==> src/rtl/core/wfc_pkg.sv <==
// ----------------------------------------------------------------------------
// wfc_pkg
// Shared types and constants of the waveform frequency classifier.
// ----------------------------------------------------------------------------
package wfc_pkg;

  localparam int SAMPLE_W   = 10;
  localparam int TIME_W     = 32;
  localparam int TALLY_W    = 8;
  localparam int SCALE_W    = 16;
  localparam int FLAT_MIN_W = 8;
  localparam int CFG_IDX_W  = 2;
  localparam int CFG_DATA_W = 16;
  localparam int S_DATA_W   = 48;
  localparam int M_DATA_W   = 72;
  localparam int M_USER_W   = 3;

  localparam logic [SAMPLE_W-1:0] SAMPLE_MAX = '1;
  localparam logic [TALLY_W-1:0]  TALLY_MAX  = '1;

  // Register reset values
  localparam logic [SAMPLE_W-1:0]   SMALL_LIMIT_RST = SAMPLE_W'(5);
  localparam logic [FLAT_MIN_W-1:0] FLAT_MIN_RST    = FLAT_MIN_W'(53);
  localparam logic [SCALE_W-1:0]    TRI_SCALE_RST   = SCALE_W'(3000);

  typedef enum logic [CFG_IDX_W-1:0] {
    REG_SMALL_LIMIT = 2'd0,
    REG_FLAT_MIN    = 2'd1,
    REG_TRI_SCALE   = 2'd2
  } reg_idx_t;

  typedef enum logic [1:0] {
    CLASS_SQUARE   = 2'd0,
    CLASS_TRIANGLE = 2'd1,
    CLASS_SINE     = 2'd2
  } wave_class_t;

  // End-of-capture figures handed from the update stage to the classify stage
  typedef struct packed {
    logic [SAMPLE_W-1:0] peak_high;
    logic [SAMPLE_W-1:0] peak_low;
    logic [TIME_W-1:0]   period_ms;
    logic                period_known;
    logic [TALLY_W-1:0]  small_count;
    logic [TALLY_W-1:0]  flat_count;
  } capture_sum_t;

endpackage

==> src/rtl/core/waveform_frequency_classifier_core.sv <==
// ----------------------------------------------------------------------------
// waveform_frequency_classifier_core
// Classifies one capture of ADC samples as square, triangular or sine.
// ----------------------------------------------------------------------------
// Usage:
//   s_* carries one sample word per handshake; s_tlast marks the final sample
//   of a capture. Every sample updates the running peaks, midpoint crossing
//   detector and second-difference tallies. The final sample produces one
//   word on m_*: class and period flag on m_tuser, peaks, period and tallies
//   on m_tdata. Non-final samples produce nothing.
//   cfg_* writes the three registers (index 0 small limit, 1 flat minimum,
//   2 triangle scale); cfg_ready is always high. The user writes only while idle; the block does not enforce it.
// Timing:
//   Three register stages: input register, capture update, classify/output.
//   The final sample passes the input register and the summary register before m_tvalid rises.
//   One sample is accepted every cycle while the output side keeps up.
// Reset:
//   rst (synchronous) empties the pipeline, clears the capture state, the
//   period and the crossing arm, and loads register defaults.
// Stall:
//   While m_tready is low the output word holds; the pipeline then fills
//   and s_tready drops once all stages are occupied.
// ----------------------------------------------------------------------------
module waveform_frequency_classifier_core (
  input  logic                           clk,
  input  logic                           rst,
  // slave stream: [9:0] sample, [41:10] time_ms, rest zero
  input  logic                           s_tvalid,
  output logic                           s_tready,
  input  logic [wfc_pkg::S_DATA_W-1:0]   s_tdata,
  input  logic                           s_tlast,
  // master stream: [9:0] peak_high, [19:10] peak_low, [51:20] period_ms,
  // [59:52] small_count, [67:60] flat_count, rest zero
  output logic                           m_tvalid,
  input  logic                           m_tready,
  output logic [wfc_pkg::M_DATA_W-1:0]   m_tdata,
  // master user: [1:0] wave_class, [2] period_known
  output logic [wfc_pkg::M_USER_W-1:0]   m_tuser,
  // configuration write channel
  input  logic                           cfg_valid,
  output logic                           cfg_ready,
  input  logic [wfc_pkg::CFG_IDX_W-1:0]  cfg_index,
  input  logic [wfc_pkg::CFG_DATA_W-1:0] cfg_data
);
  import wfc_pkg::*;

  // configuration registers
  logic [SAMPLE_W-1:0]   small_limit;
  logic [FLAT_MIN_W-1:0] flat_min;
  logic [SCALE_W-1:0]    tri_scale;

  // input register
  logic                in_valid;
  logic [SAMPLE_W-1:0] in_sample;
  logic [TIME_W-1:0]   in_time;
  logic                in_last;

  // capture state
  logic [SAMPLE_W-1:0] run_high;
  logic [SAMPLE_W-1:0] run_low;
  logic [SAMPLE_W-1:0] prev_one;
  logic [SAMPLE_W-1:0] prev_two;
  logic [1:0]          history_fill;
  logic [TALLY_W-1:0]  small_tally;
  logic [TALLY_W-1:0]  flat_tally;
  logic                above_mid;
  logic [TIME_W-1:0]   cross_time;
  logic                cross_time_valid;
  logic [TIME_W-1:0]   period_reg;
  logic                period_valid;

  // summary stage
  logic         sum_valid;
  capture_sum_t sum_reg;

  // handshakes
  logic out_free;
  logic sum_ready;
  logic upd_go;
  logic sum_go;

  assign out_free  = !m_tvalid || m_tready;
  assign sum_ready = !sum_valid || out_free;
  assign upd_go    = in_valid && sum_ready;
  assign sum_go    = sum_valid && out_free;
  assign s_tready  = !in_valid || sum_ready;
  assign cfg_ready = 1'b1;

  // ---------------- configuration ----------------
  always_ff @(posedge clk) begin
    if (rst) begin
      small_limit <= SMALL_LIMIT_RST;
      flat_min    <= FLAT_MIN_RST;
      tri_scale   <= TRI_SCALE_RST;
    end else if (cfg_valid && cfg_ready) begin
      unique case (cfg_index)
        REG_SMALL_LIMIT: small_limit <= cfg_data[SAMPLE_W-1:0];
        REG_FLAT_MIN:    flat_min    <= cfg_data[FLAT_MIN_W-1:0];
        REG_TRI_SCALE:   tri_scale   <= cfg_data[SCALE_W-1:0];
        default: ;
      endcase
    end
  end

  // ---------------- input register ----------------
  always_ff @(posedge clk) begin
    if (rst) begin
      in_valid <= 1'b0;
    end else if (s_tready) begin
      in_valid <= s_tvalid;
    end
  end

  always_ff @(posedge clk) begin
    if (s_tvalid && s_tready) begin
      in_sample <= s_tdata[SAMPLE_W-1:0];
      in_time   <= s_tdata[SAMPLE_W +: TIME_W];
      in_last   <= s_tlast;
    end
  end

  // ---------------- capture update ----------------
  logic [SAMPLE_W-1:0]       run_high_next;
  logic [SAMPLE_W-1:0]       run_low_next;
  logic [SAMPLE_W:0]         twice;
  logic [SAMPLE_W:0]         mid_sum;
  logic                      rise;
  logic                      fall;
  logic                      above_mid_next;
  logic [TIME_W-1:0]         period_next;
  logic                      period_valid_next;
  logic signed [SAMPLE_W+1:0] diff2;
  logic [SAMPLE_W:0]         diff_mag;
  logic                      hist_full;
  logic [TALLY_W-1:0]        small_next;
  logic [TALLY_W-1:0]        flat_next;

  always_comb begin
    run_high_next = (in_sample > run_high) ? in_sample : run_high;
    run_low_next  = (in_sample < run_low) ? in_sample : run_low;
    twice         = {in_sample, 1'b0};
    mid_sum       = {1'b0, run_high_next} + {1'b0, run_low_next};
    rise          = !above_mid && (twice > mid_sum);
    fall          = twice < mid_sum;

    above_mid_next = above_mid;
    if (rise) above_mid_next = 1'b1;
    if (fall) above_mid_next = 1'b0;

    period_next       = period_reg;
    period_valid_next = period_valid;
    if (rise && cross_time_valid) begin
      period_next       = in_time - cross_time;
      period_valid_next = 1'b1;
    end

    diff2 = $signed({2'b00, in_sample}) - $signed({1'b0, prev_one, 1'b0})
          + $signed({2'b00, prev_two});
    diff_mag  = diff2[SAMPLE_W+1] ? (SAMPLE_W+1)'(0) - diff2[SAMPLE_W:0]
                                  : diff2[SAMPLE_W:0];
    hist_full = history_fill[1];

    small_next = small_tally;
    flat_next  = flat_tally;
    if (hist_full) begin
      if ((diff_mag < {1'b0, small_limit}) && (small_tally != TALLY_MAX)) begin
        small_next = small_tally + TALLY_W'(1);
      end
      if ((diff_mag == '0) && (flat_tally != TALLY_MAX)) begin
        flat_next = flat_tally + TALLY_W'(1);
      end
    end
  end

  always_ff @(posedge clk) begin
    if (rst) begin
      run_high         <= '0;
      run_low          <= SAMPLE_MAX;
      prev_one         <= '0;
      prev_two         <= '0;
      history_fill     <= '0;
      small_tally      <= '0;
      flat_tally       <= '0;
      above_mid        <= 1'b0;
      cross_time       <= '0;
      cross_time_valid <= 1'b0;
      period_reg       <= '0;
      period_valid     <= 1'b0;
    end else if (upd_go) begin
      above_mid    <= above_mid_next;
      period_reg   <= period_next;
      period_valid <= period_valid_next;
      if (in_last) begin
        // end of capture: drop the per-capture state
        run_high         <= '0;
        run_low          <= SAMPLE_MAX;
        prev_one         <= '0;
        prev_two         <= '0;
        history_fill     <= '0;
        small_tally      <= '0;
        flat_tally       <= '0;
        cross_time       <= '0;
        cross_time_valid <= 1'b0;
      end else begin
        run_high     <= run_high_next;
        run_low      <= run_low_next;
        prev_one     <= in_sample;
        prev_two     <= prev_one;
        history_fill <= hist_full ? history_fill : history_fill + 2'd1;
        small_tally  <= small_next;
        flat_tally   <= flat_next;
        if (rise) begin
          cross_time       <= in_time;
          cross_time_valid <= 1'b1;
        end
      end
    end
  end

  // ---------------- capture summary ----------------
  always_ff @(posedge clk) begin
    if (rst) begin
      sum_valid <= 1'b0;
    end else if (sum_ready) begin
      sum_valid <= upd_go && in_last;
    end
  end

  always_ff @(posedge clk) begin
    if (upd_go && in_last) begin
      sum_reg.peak_high    <= run_high_next;
      sum_reg.peak_low     <= run_low_next;
      sum_reg.period_ms    <= period_next;
      sum_reg.period_known <= period_valid_next;
      sum_reg.small_count  <= small_next;
      sum_reg.flat_count   <= flat_next;
    end
  end

  // ---------------- classify ----------------
  logic [TALLY_W:0]         small_plus;
  logic [TALLY_W+SCALE_W:0] tri_product;
  logic                     period_long;
  wave_class_t              class_next;

  always_comb begin
    small_plus  = {1'b0, sum_reg.small_count} + (TALLY_W+1)'(1);
    tri_product = small_plus * sum_reg.period_ms[SCALE_W-1:0];
    // a period beyond the scale width always exceeds it, small_plus >= 1
    period_long = sum_reg.period_ms[TIME_W-1:SCALE_W] != '0;
    if (sum_reg.flat_count >= flat_min) begin
      class_next = CLASS_SQUARE;
    end else if (!sum_reg.period_known || period_long ||
                 (tri_product > {{(TALLY_W+1){1'b0}}, tri_scale})) begin
      class_next = CLASS_TRIANGLE;
    end else begin
      class_next = CLASS_SINE;
    end
  end

  // ---------------- output register ----------------
  always_ff @(posedge clk) begin
    if (rst) begin
      m_tvalid <= 1'b0;
    end else if (out_free) begin
      m_tvalid <= sum_go;
    end
  end

  always_ff @(posedge clk) begin
    if (sum_go) begin
      m_tuser <= {sum_reg.period_known, class_next};
      m_tdata <= {4'b0000, sum_reg.flat_count, sum_reg.small_count,
                  sum_reg.period_ms, sum_reg.peak_low, sum_reg.peak_high};
    end
  end

endmodule

==> config.mk <==
export PLATFORM = sky130hd
export DESIGN_NAME = waveform_frequency_classifier_core
export DESIGN_NICKNAME = d
export VERILOG_FILES = /design/src/rtl/core/wfc_pkg.sv /design/src/rtl/core/waveform_frequency_classifier_core.sv
export SDC_FILE = /design/constraint.sdc
export NUM_CORES = 1
export LEC_CHECK = 0
export BUFFER_PORTS_ARGS = -buffer_cell sky130_fd_sc_hd__buf_2
export CAP_MARGIN = 20
export CORE_MARGIN = 4
export CORE_UTILIZATION = 65
export CTS_BUF_LIST = sky130_fd_sc_hd__clkbuf_8
export DETAILED_ROUTE_END_ITERATION = 12
export PLACE_DENSITY = 0.9
export SYNTH_ARGS = -nofsm -noshare
export SYNTH_HDL_FRONTEND = slang
export SYNTH_SLANG_ARGS = --single-unit
==> constraint.sdc <==
create_clock -name clk -period 18.78 [get_ports clk]
set_input_delay 3.756 -clock clk [delete_from_list [all_inputs] [get_ports clk]]
set_output_delay 3.756 -clock clk [all_outputs]
set_load 0.1 [all_outputs]
==> impl_results.html <==
<table>
<tr><th>Metric</th><th>Value</th></tr>
<tr><th colspan="2">Status</th></tr>
<tr><td>Result of the run</td><td>completed</td></tr>
<tr><th colspan="2">Global routing</th></tr>
<tr><td>Global route overflow</td><td>0</td></tr>
<tr><td>Pin count of the biggest net entering global routing</td><td>92</td></tr>
<tr><td>Tot GR Track Use</td><td>27.8%</td></tr>
<tr><td>Antenna violations before repair</td><td>0</td></tr>
<tr><td>Global-route wire length before repair</td><td>83500 um</td></tr>
<tr><td>Number of global-route vias before repair</td><td>17300</td></tr>
<tr><th colspan="2">Detailed routing</th></tr>
<tr><td>TritonRoute pass-1 iters</td><td>6</td></tr>
<tr><td>Drt total wl</td><td>51400 um</td></tr>
<tr><td>DRC marker count from the first detailed-route iteration</td><td>1334</td></tr>
<tr><td>Overall via count from detail_route</td><td>17400</td></tr>
<tr><td>Number of antenna-violating nets in the routed design</td><td>0</td></tr>
<tr><td>Met3 Wirelength</td><td>4030 um</td></tr>
<tr><td>DRC viols</td><td>0</td></tr>
<tr><td>Met1 Routed Length</td><td>20900 um</td></tr>
<tr><td>Average detailed-routed wire length per instance</td><td>17.7 um</td></tr>
<tr><td>Highest routing layer actually used</td><td>met4</td></tr>
<tr><td>Met2 wire len</td><td>24300 um</td></tr>
<tr><td>Mean number of vias per cell</td><td>5.97</td></tr>
<tr><th colspan="2">Synth</th></tr>
<tr><td>Sequential share of the synthesized area</td><td>39.6%</td></tr>
<tr><td>Count of state elements after synthesis</td><td>345</td></tr>
<tr><td>Number of instances in the synthesized netlist</td><td>2280</td></tr>
<tr><td>Number of distinct library cells after synthesis</td><td>81</td></tr>
<tr><td>Syn Std Cell Area</td><td>0.0221 mm2</td></tr>
<tr><td>Per-instance average area after synthesis</td><td>9.68 um2</td></tr>
<tr><td>Share of synthesized flip-flops with an asynchronous set or reset</td><td>0%</td></tr>
<tr><td>Number of enable flip-flop cells after synthesis</td><td>183</td></tr>
<tr><td>Count of yosys warnings during synthesis</td><td>0</td></tr>
<tr><td>Predominant post-synthesis flop cell</td><td>sky130_fd_sc_hd__edfxtp_1</td></tr>
<tr><th colspan="2">Worst setup path</th></tr>
<tr><td>Worst Path Class, Setup</td><td>input port to output pin</td></tr>
<tr><td>Data required, critical path</td><td>15.02 ns</td></tr>
<tr><td>Sort of element at the start of the critical path</td><td>input port</td></tr>
<tr><td>Maximum net fanout on the critical path</td><td>5</td></tr>
<tr><td>Sort of element at the end of the critical path</td><td>output pin</td></tr>
<tr><td>Critical path arrival</td><td>4.85 ns</td></tr>
<tr><th colspan="2">Pwr</th></tr>
<tr><td>Leak Pwr</td><td>10.7 nW</td></tr>
<tr><td>Power per unit of standard cell area</td><td>84.7 mW/mm2</td></tr>
<tr><td>Combinational cell fraction of total power</td><td>27.6%</td></tr>
<tr><td>Internal power</td><td>1.39 mW</td></tr>
<tr><td>Clock network power share</td><td>31.6%</td></tr>
<tr><td>Flop pwr share</td><td>40.8%</td></tr>
<tr><td>Highest ir drop seen on vdd</td><td>0.0799 mV</td></tr>
<tr><td>Share of total power consumed by net switching</td><td>32.6%</td></tr>
<tr><td>Power spent charging and discharging nets</td><td>0.673 mW</td></tr>
<tr><th colspan="2">Place</th></tr>
<tr><td>RD Place Congestion</td><td>0.934</td></tr>
<tr><td>Input/output buffers</td><td>138</td></tr>
<tr><td>HPWL after detailed placement</td><td>36700 um</td></tr>
<tr><th colspan="2">Floorplan</th></tr>
<tr><td>Die Span X</td><td>192 um</td></tr>
<tr><td>Area enclosed by the die boundary</td><td>0.0370 mm2</td></tr>
<tr><td>Core outline area</td><td>0.0335 mm2</td></tr>
<tr><td>Ports placed on the boundary</td><td>150</td></tr>
<tr><td>Initial standard-cell utilization of the core</td><td>65.8%</td></tr>
<tr><td>Floorplan row count</td><td>67</td></tr>
<tr><td>Overall die height</td><td>192 um</td></tr>
<tr><th colspan="2">Timing</th></tr>
<tr><td>Setup skew after layout</td><td>0.0453 ns</td></tr>
<tr><td>Setup violations, final</td><td>0</td></tr>
<tr><td>Final Max Slew Viols</td><td>0</td></tr>
<tr><td>Headroom to the max-slew limit</td><td>32.3%</td></tr>
<tr><td>Unrepaired setup endpoints after global routing</td><td>false</td></tr>
<tr><td>Max Clock Freq</td><td>116 MHz</td></tr>
<tr><td>Total negative slack for setup checks</td><td>0 ns</td></tr>
<tr><td>Share of the clock period used by the worst path after layout</td><td>45.8%</td></tr>
<tr><td>Final hold violations</td><td>0</td></tr>
<tr><td>Slew of the pin with the lowest slew margin</td><td>1.01 ns</td></tr>
<tr><td>Final critical delay including setup and external delays</td><td>8.61 ns</td></tr>
<tr><th colspan="2">Cells and area</th></tr>
<tr><td>Multi-input combinational cell area</td><td>0.0119 mm2</td></tr>
<tr><td>End-of-flow core utilization</td><td>72.7%</td></tr>
<tr><td>Sequential Area</td><td>0.00874 mm2</td></tr>
<tr><td>Count of fill cells added during filler insertion</td><td>2241</td></tr>
<tr><td>Number of antenna diodes</td><td>0</td></tr>
<tr><td>Number of flip-flops in the largest register</td><td>69</td></tr>
<tr><td>Layout cells sized above 1</td><td>11.5%</td></tr>
<tr><td>Number of nets at the end of the flow</td><td>2761</td></tr>
<tr><td>Area growth syn-to-layout</td><td>10.4%</td></tr>
<tr><th colspan="2">Clocking</th></tr>
<tr><td>Number of H-tree levels</td><td>2</td></tr>
<tr><td>Clock transition at the registers of the reported paths</td><td>0.07 ns</td></tr>
<tr><td>Clock latency on the worst-skew pair</td><td>0.66 ns</td></tr>
<tr><td>Buffer depth of the longest clock path</td><td>3</td></tr>
<tr><td>Buffer type at the clock tree root</td><td>sky130_fd_sc_hd__clkbuf_8</td></tr>
<tr><td>Number of setup buffers added after CTS</td><td>0</td></tr>
<tr><td>CTS Buf Count</td><td>56</td></tr>
<tr><td>Clock tree from TritonCTS</td><td>built</td></tr>
<tr><td>Clock sinks</td><td>345</td></tr>
<tr><td>Hold bufs inserted after CTS</td><td>0</td></tr>
<tr><td>Post-CTS resize count</td><td>0</td></tr>
<tr><th colspan="2">Hold path</th></tr>
<tr><td>Worst min-delay path class</td><td>register to register</td></tr>
<tr><th colspan="2">Job</th></tr>
<tr><td>Count of max-cap constraint violations</td><td>0</td></tr>
</table>
-- Yosys cell counts (19+ instances only) --
cell type | n | area [um2]
sky130_fd_sc_hd__a21o_1 | 52 | 390
sky130_fd_sc_hd__a21oi_1 | 114 | 571
sky130_fd_sc_hd__a22oi_1 | 43 | 323
sky130_fd_sc_hd__a31oi_1 | 22 | 138
sky130_fd_sc_hd__and2_1 | 37 | 231
sky130_fd_sc_hd__and3_1 | 21 | 131
sky130_fd_sc_hd__clkbuf_1 | 71 | 267
sky130_fd_sc_hd__dfxtp_1 | 162 | 3240
sky130_fd_sc_hd__edfxtp_1 | 183 | 5500
sky130_fd_sc_hd__fa_1 | 110 | 2200
sky130_fd_sc_hd__ha_1 | 163 | 2040
sky130_fd_sc_hd__inv_1 | 289 | 1080
sky130_fd_sc_hd__nand2_1 | 196 | 736
sky130_fd_sc_hd__nand2b_1 | 43 | 269
sky130_fd_sc_hd__nand3_1 | 63 | 315
sky130_fd_sc_hd__nor2_1 | 168 | 631
sky130_fd_sc_hd__nor2b_1 | 86 | 538
sky130_fd_sc_hd__nor3_1 | 31 | 155
sky130_fd_sc_hd__o21a_1 | 19 | 143
sky130_fd_sc_hd__o21ai_0 | 73 | 365
sky130_fd_sc_hd__xnor2_1 | 50 | 438
sky130_fd_sc_hd__xor2_1 | 34 | 298
-- through the flow --
stage | hold WS, ns | instance area [um2] | instances | total power, mW | setup slack [ns]
global route | 0.434 | 24400 | 2911 | 2.18 | 10.08
floorplan | 0.400 | 22100 | 2283 | 1.28 | 10.25
detailed placement | 0.407 | 23200 | 2801 | 1.41 | 10.18
CTS | 0.418 | 24300 | 2906 | 2.06 | 10.20
global placement | 0.403 | 23200 | 2801 | 1.38 | 10.23
finish | 0.422 | 24400 | 2911 | 2.06 | 10.17
-- kinds of logic (layout without fill, tap and decap cells) --
logic type | after synthesis | count (layout) | synth area share (%)
multiplexers | 35 | 35 | 1.69
adder cells (fa/ha/maj) | 273 | 273 | 19.2
AND/OR/NAND/NOR | 719 | 719 | 16.1
AO/OA/AOI/OAI | 445 | 445 | 13.5
buffers and inverters | 377 | 557 | 6.52
XOR/XNOR | 84 | 84 | 3.33
other | 2 | 5 | 0.0340
flip-flops | 345 | 345 | 39.6
-- placed cells by master, fill, tap and decap left out, types with 18 or more instances in the layout --
master and count:
sky130_fd_sc_hd__nor3_1 31, sky130_fd_sc_hd__and3_1 21, sky130_fd_sc_hd__a31oi_1 21, sky130_fd_sc_hd__buf_4 23, sky130_fd_sc_hd__a21o_1 52, sky130_fd_sc_hd__mux2_2 18, sky130_fd_sc_hd__nand2_1 196, sky130_fd_sc_hd__ha_1 163
sky130_fd_sc_hd__clkbuf_8 66, sky130_fd_sc_hd__o21a_1 19, sky130_fd_sc_hd__inv_1 314, sky130_fd_sc_hd__a22oi_1 43, sky130_fd_sc_hd__o21ai_0 71, sky130_fd_sc_hd__buf_2 137, sky130_fd_sc_hd__nand3_1 63, sky130_fd_sc_hd__edfxtp_1 183
sky130_fd_sc_hd__xor2_1 34, sky130_fd_sc_hd__a21oi_1 114, sky130_fd_sc_hd__nor2_1 167, sky130_fd_sc_hd__xnor2_1 50, sky130_fd_sc_hd__nand2b_1 43, sky130_fd_sc_hd__dfxtp_1 162, sky130_fd_sc_hd__nor2b_1 85, sky130_fd_sc_hd__and2_1 37
sky130_fd_sc_hd__fa_1 110
-- path summary, 6_finish.rpt --
| check | start | end | slack (ns) | cells after the start |
|---|---|---|---|---|
| worst min register to register | sum_reg[58] | m_tdata[19] | 0.42 | 0 |
| worst min-delay path | sum_reg[58] | m_tdata[19] | 0.42 | 0 |
| worst max-delay path | m_tready | s_tready | 10.17 | 4 |
| worst max register to register | sum_reg[8] | m_tuser[0] | 10.63 | 24 |
-- power groups by stage --
stage	Combinational, mW	Sequential, mW	Clock [mW]
floorplan	0.414	0.870	0
global placement	0.525	0.857	0
detailed placement	0.553	0.858	0
CTS	0.560	0.842	0.662
global route	0.632	0.845	0.701
finish	0.569	0.843	0.651
-- critical path, cell delays in order --
cell and delay [ns]:
sky130_fd_sc_hd__buf_2 0.10, sky130_fd_sc_hd__nor2b_1 0.43, sky130_fd_sc_hd__nand3_1 0.22, sky130_fd_sc_hd__buf_2 0.34
-- cell type report --
type,count,share of cell area [%]
Timing Repair Buffer,163,3.74
Multi-Input combinational cell,1561,49.0
Sequential cell,345,35.9
Tap cell,448,2.30
Clock inverter,39,0.893
Inverter,289,4.45
Clock buffer,66,3.73
-- per-layer routing --
layer	global-route usage [%]	vias to the layer above
met3	4.94	183
met2	46.1	763
met4	12.1	0
met1	36.0	8314
li1	-	8117
met5	0	-
Note: power is estimated with default switching activity, not from simulation.
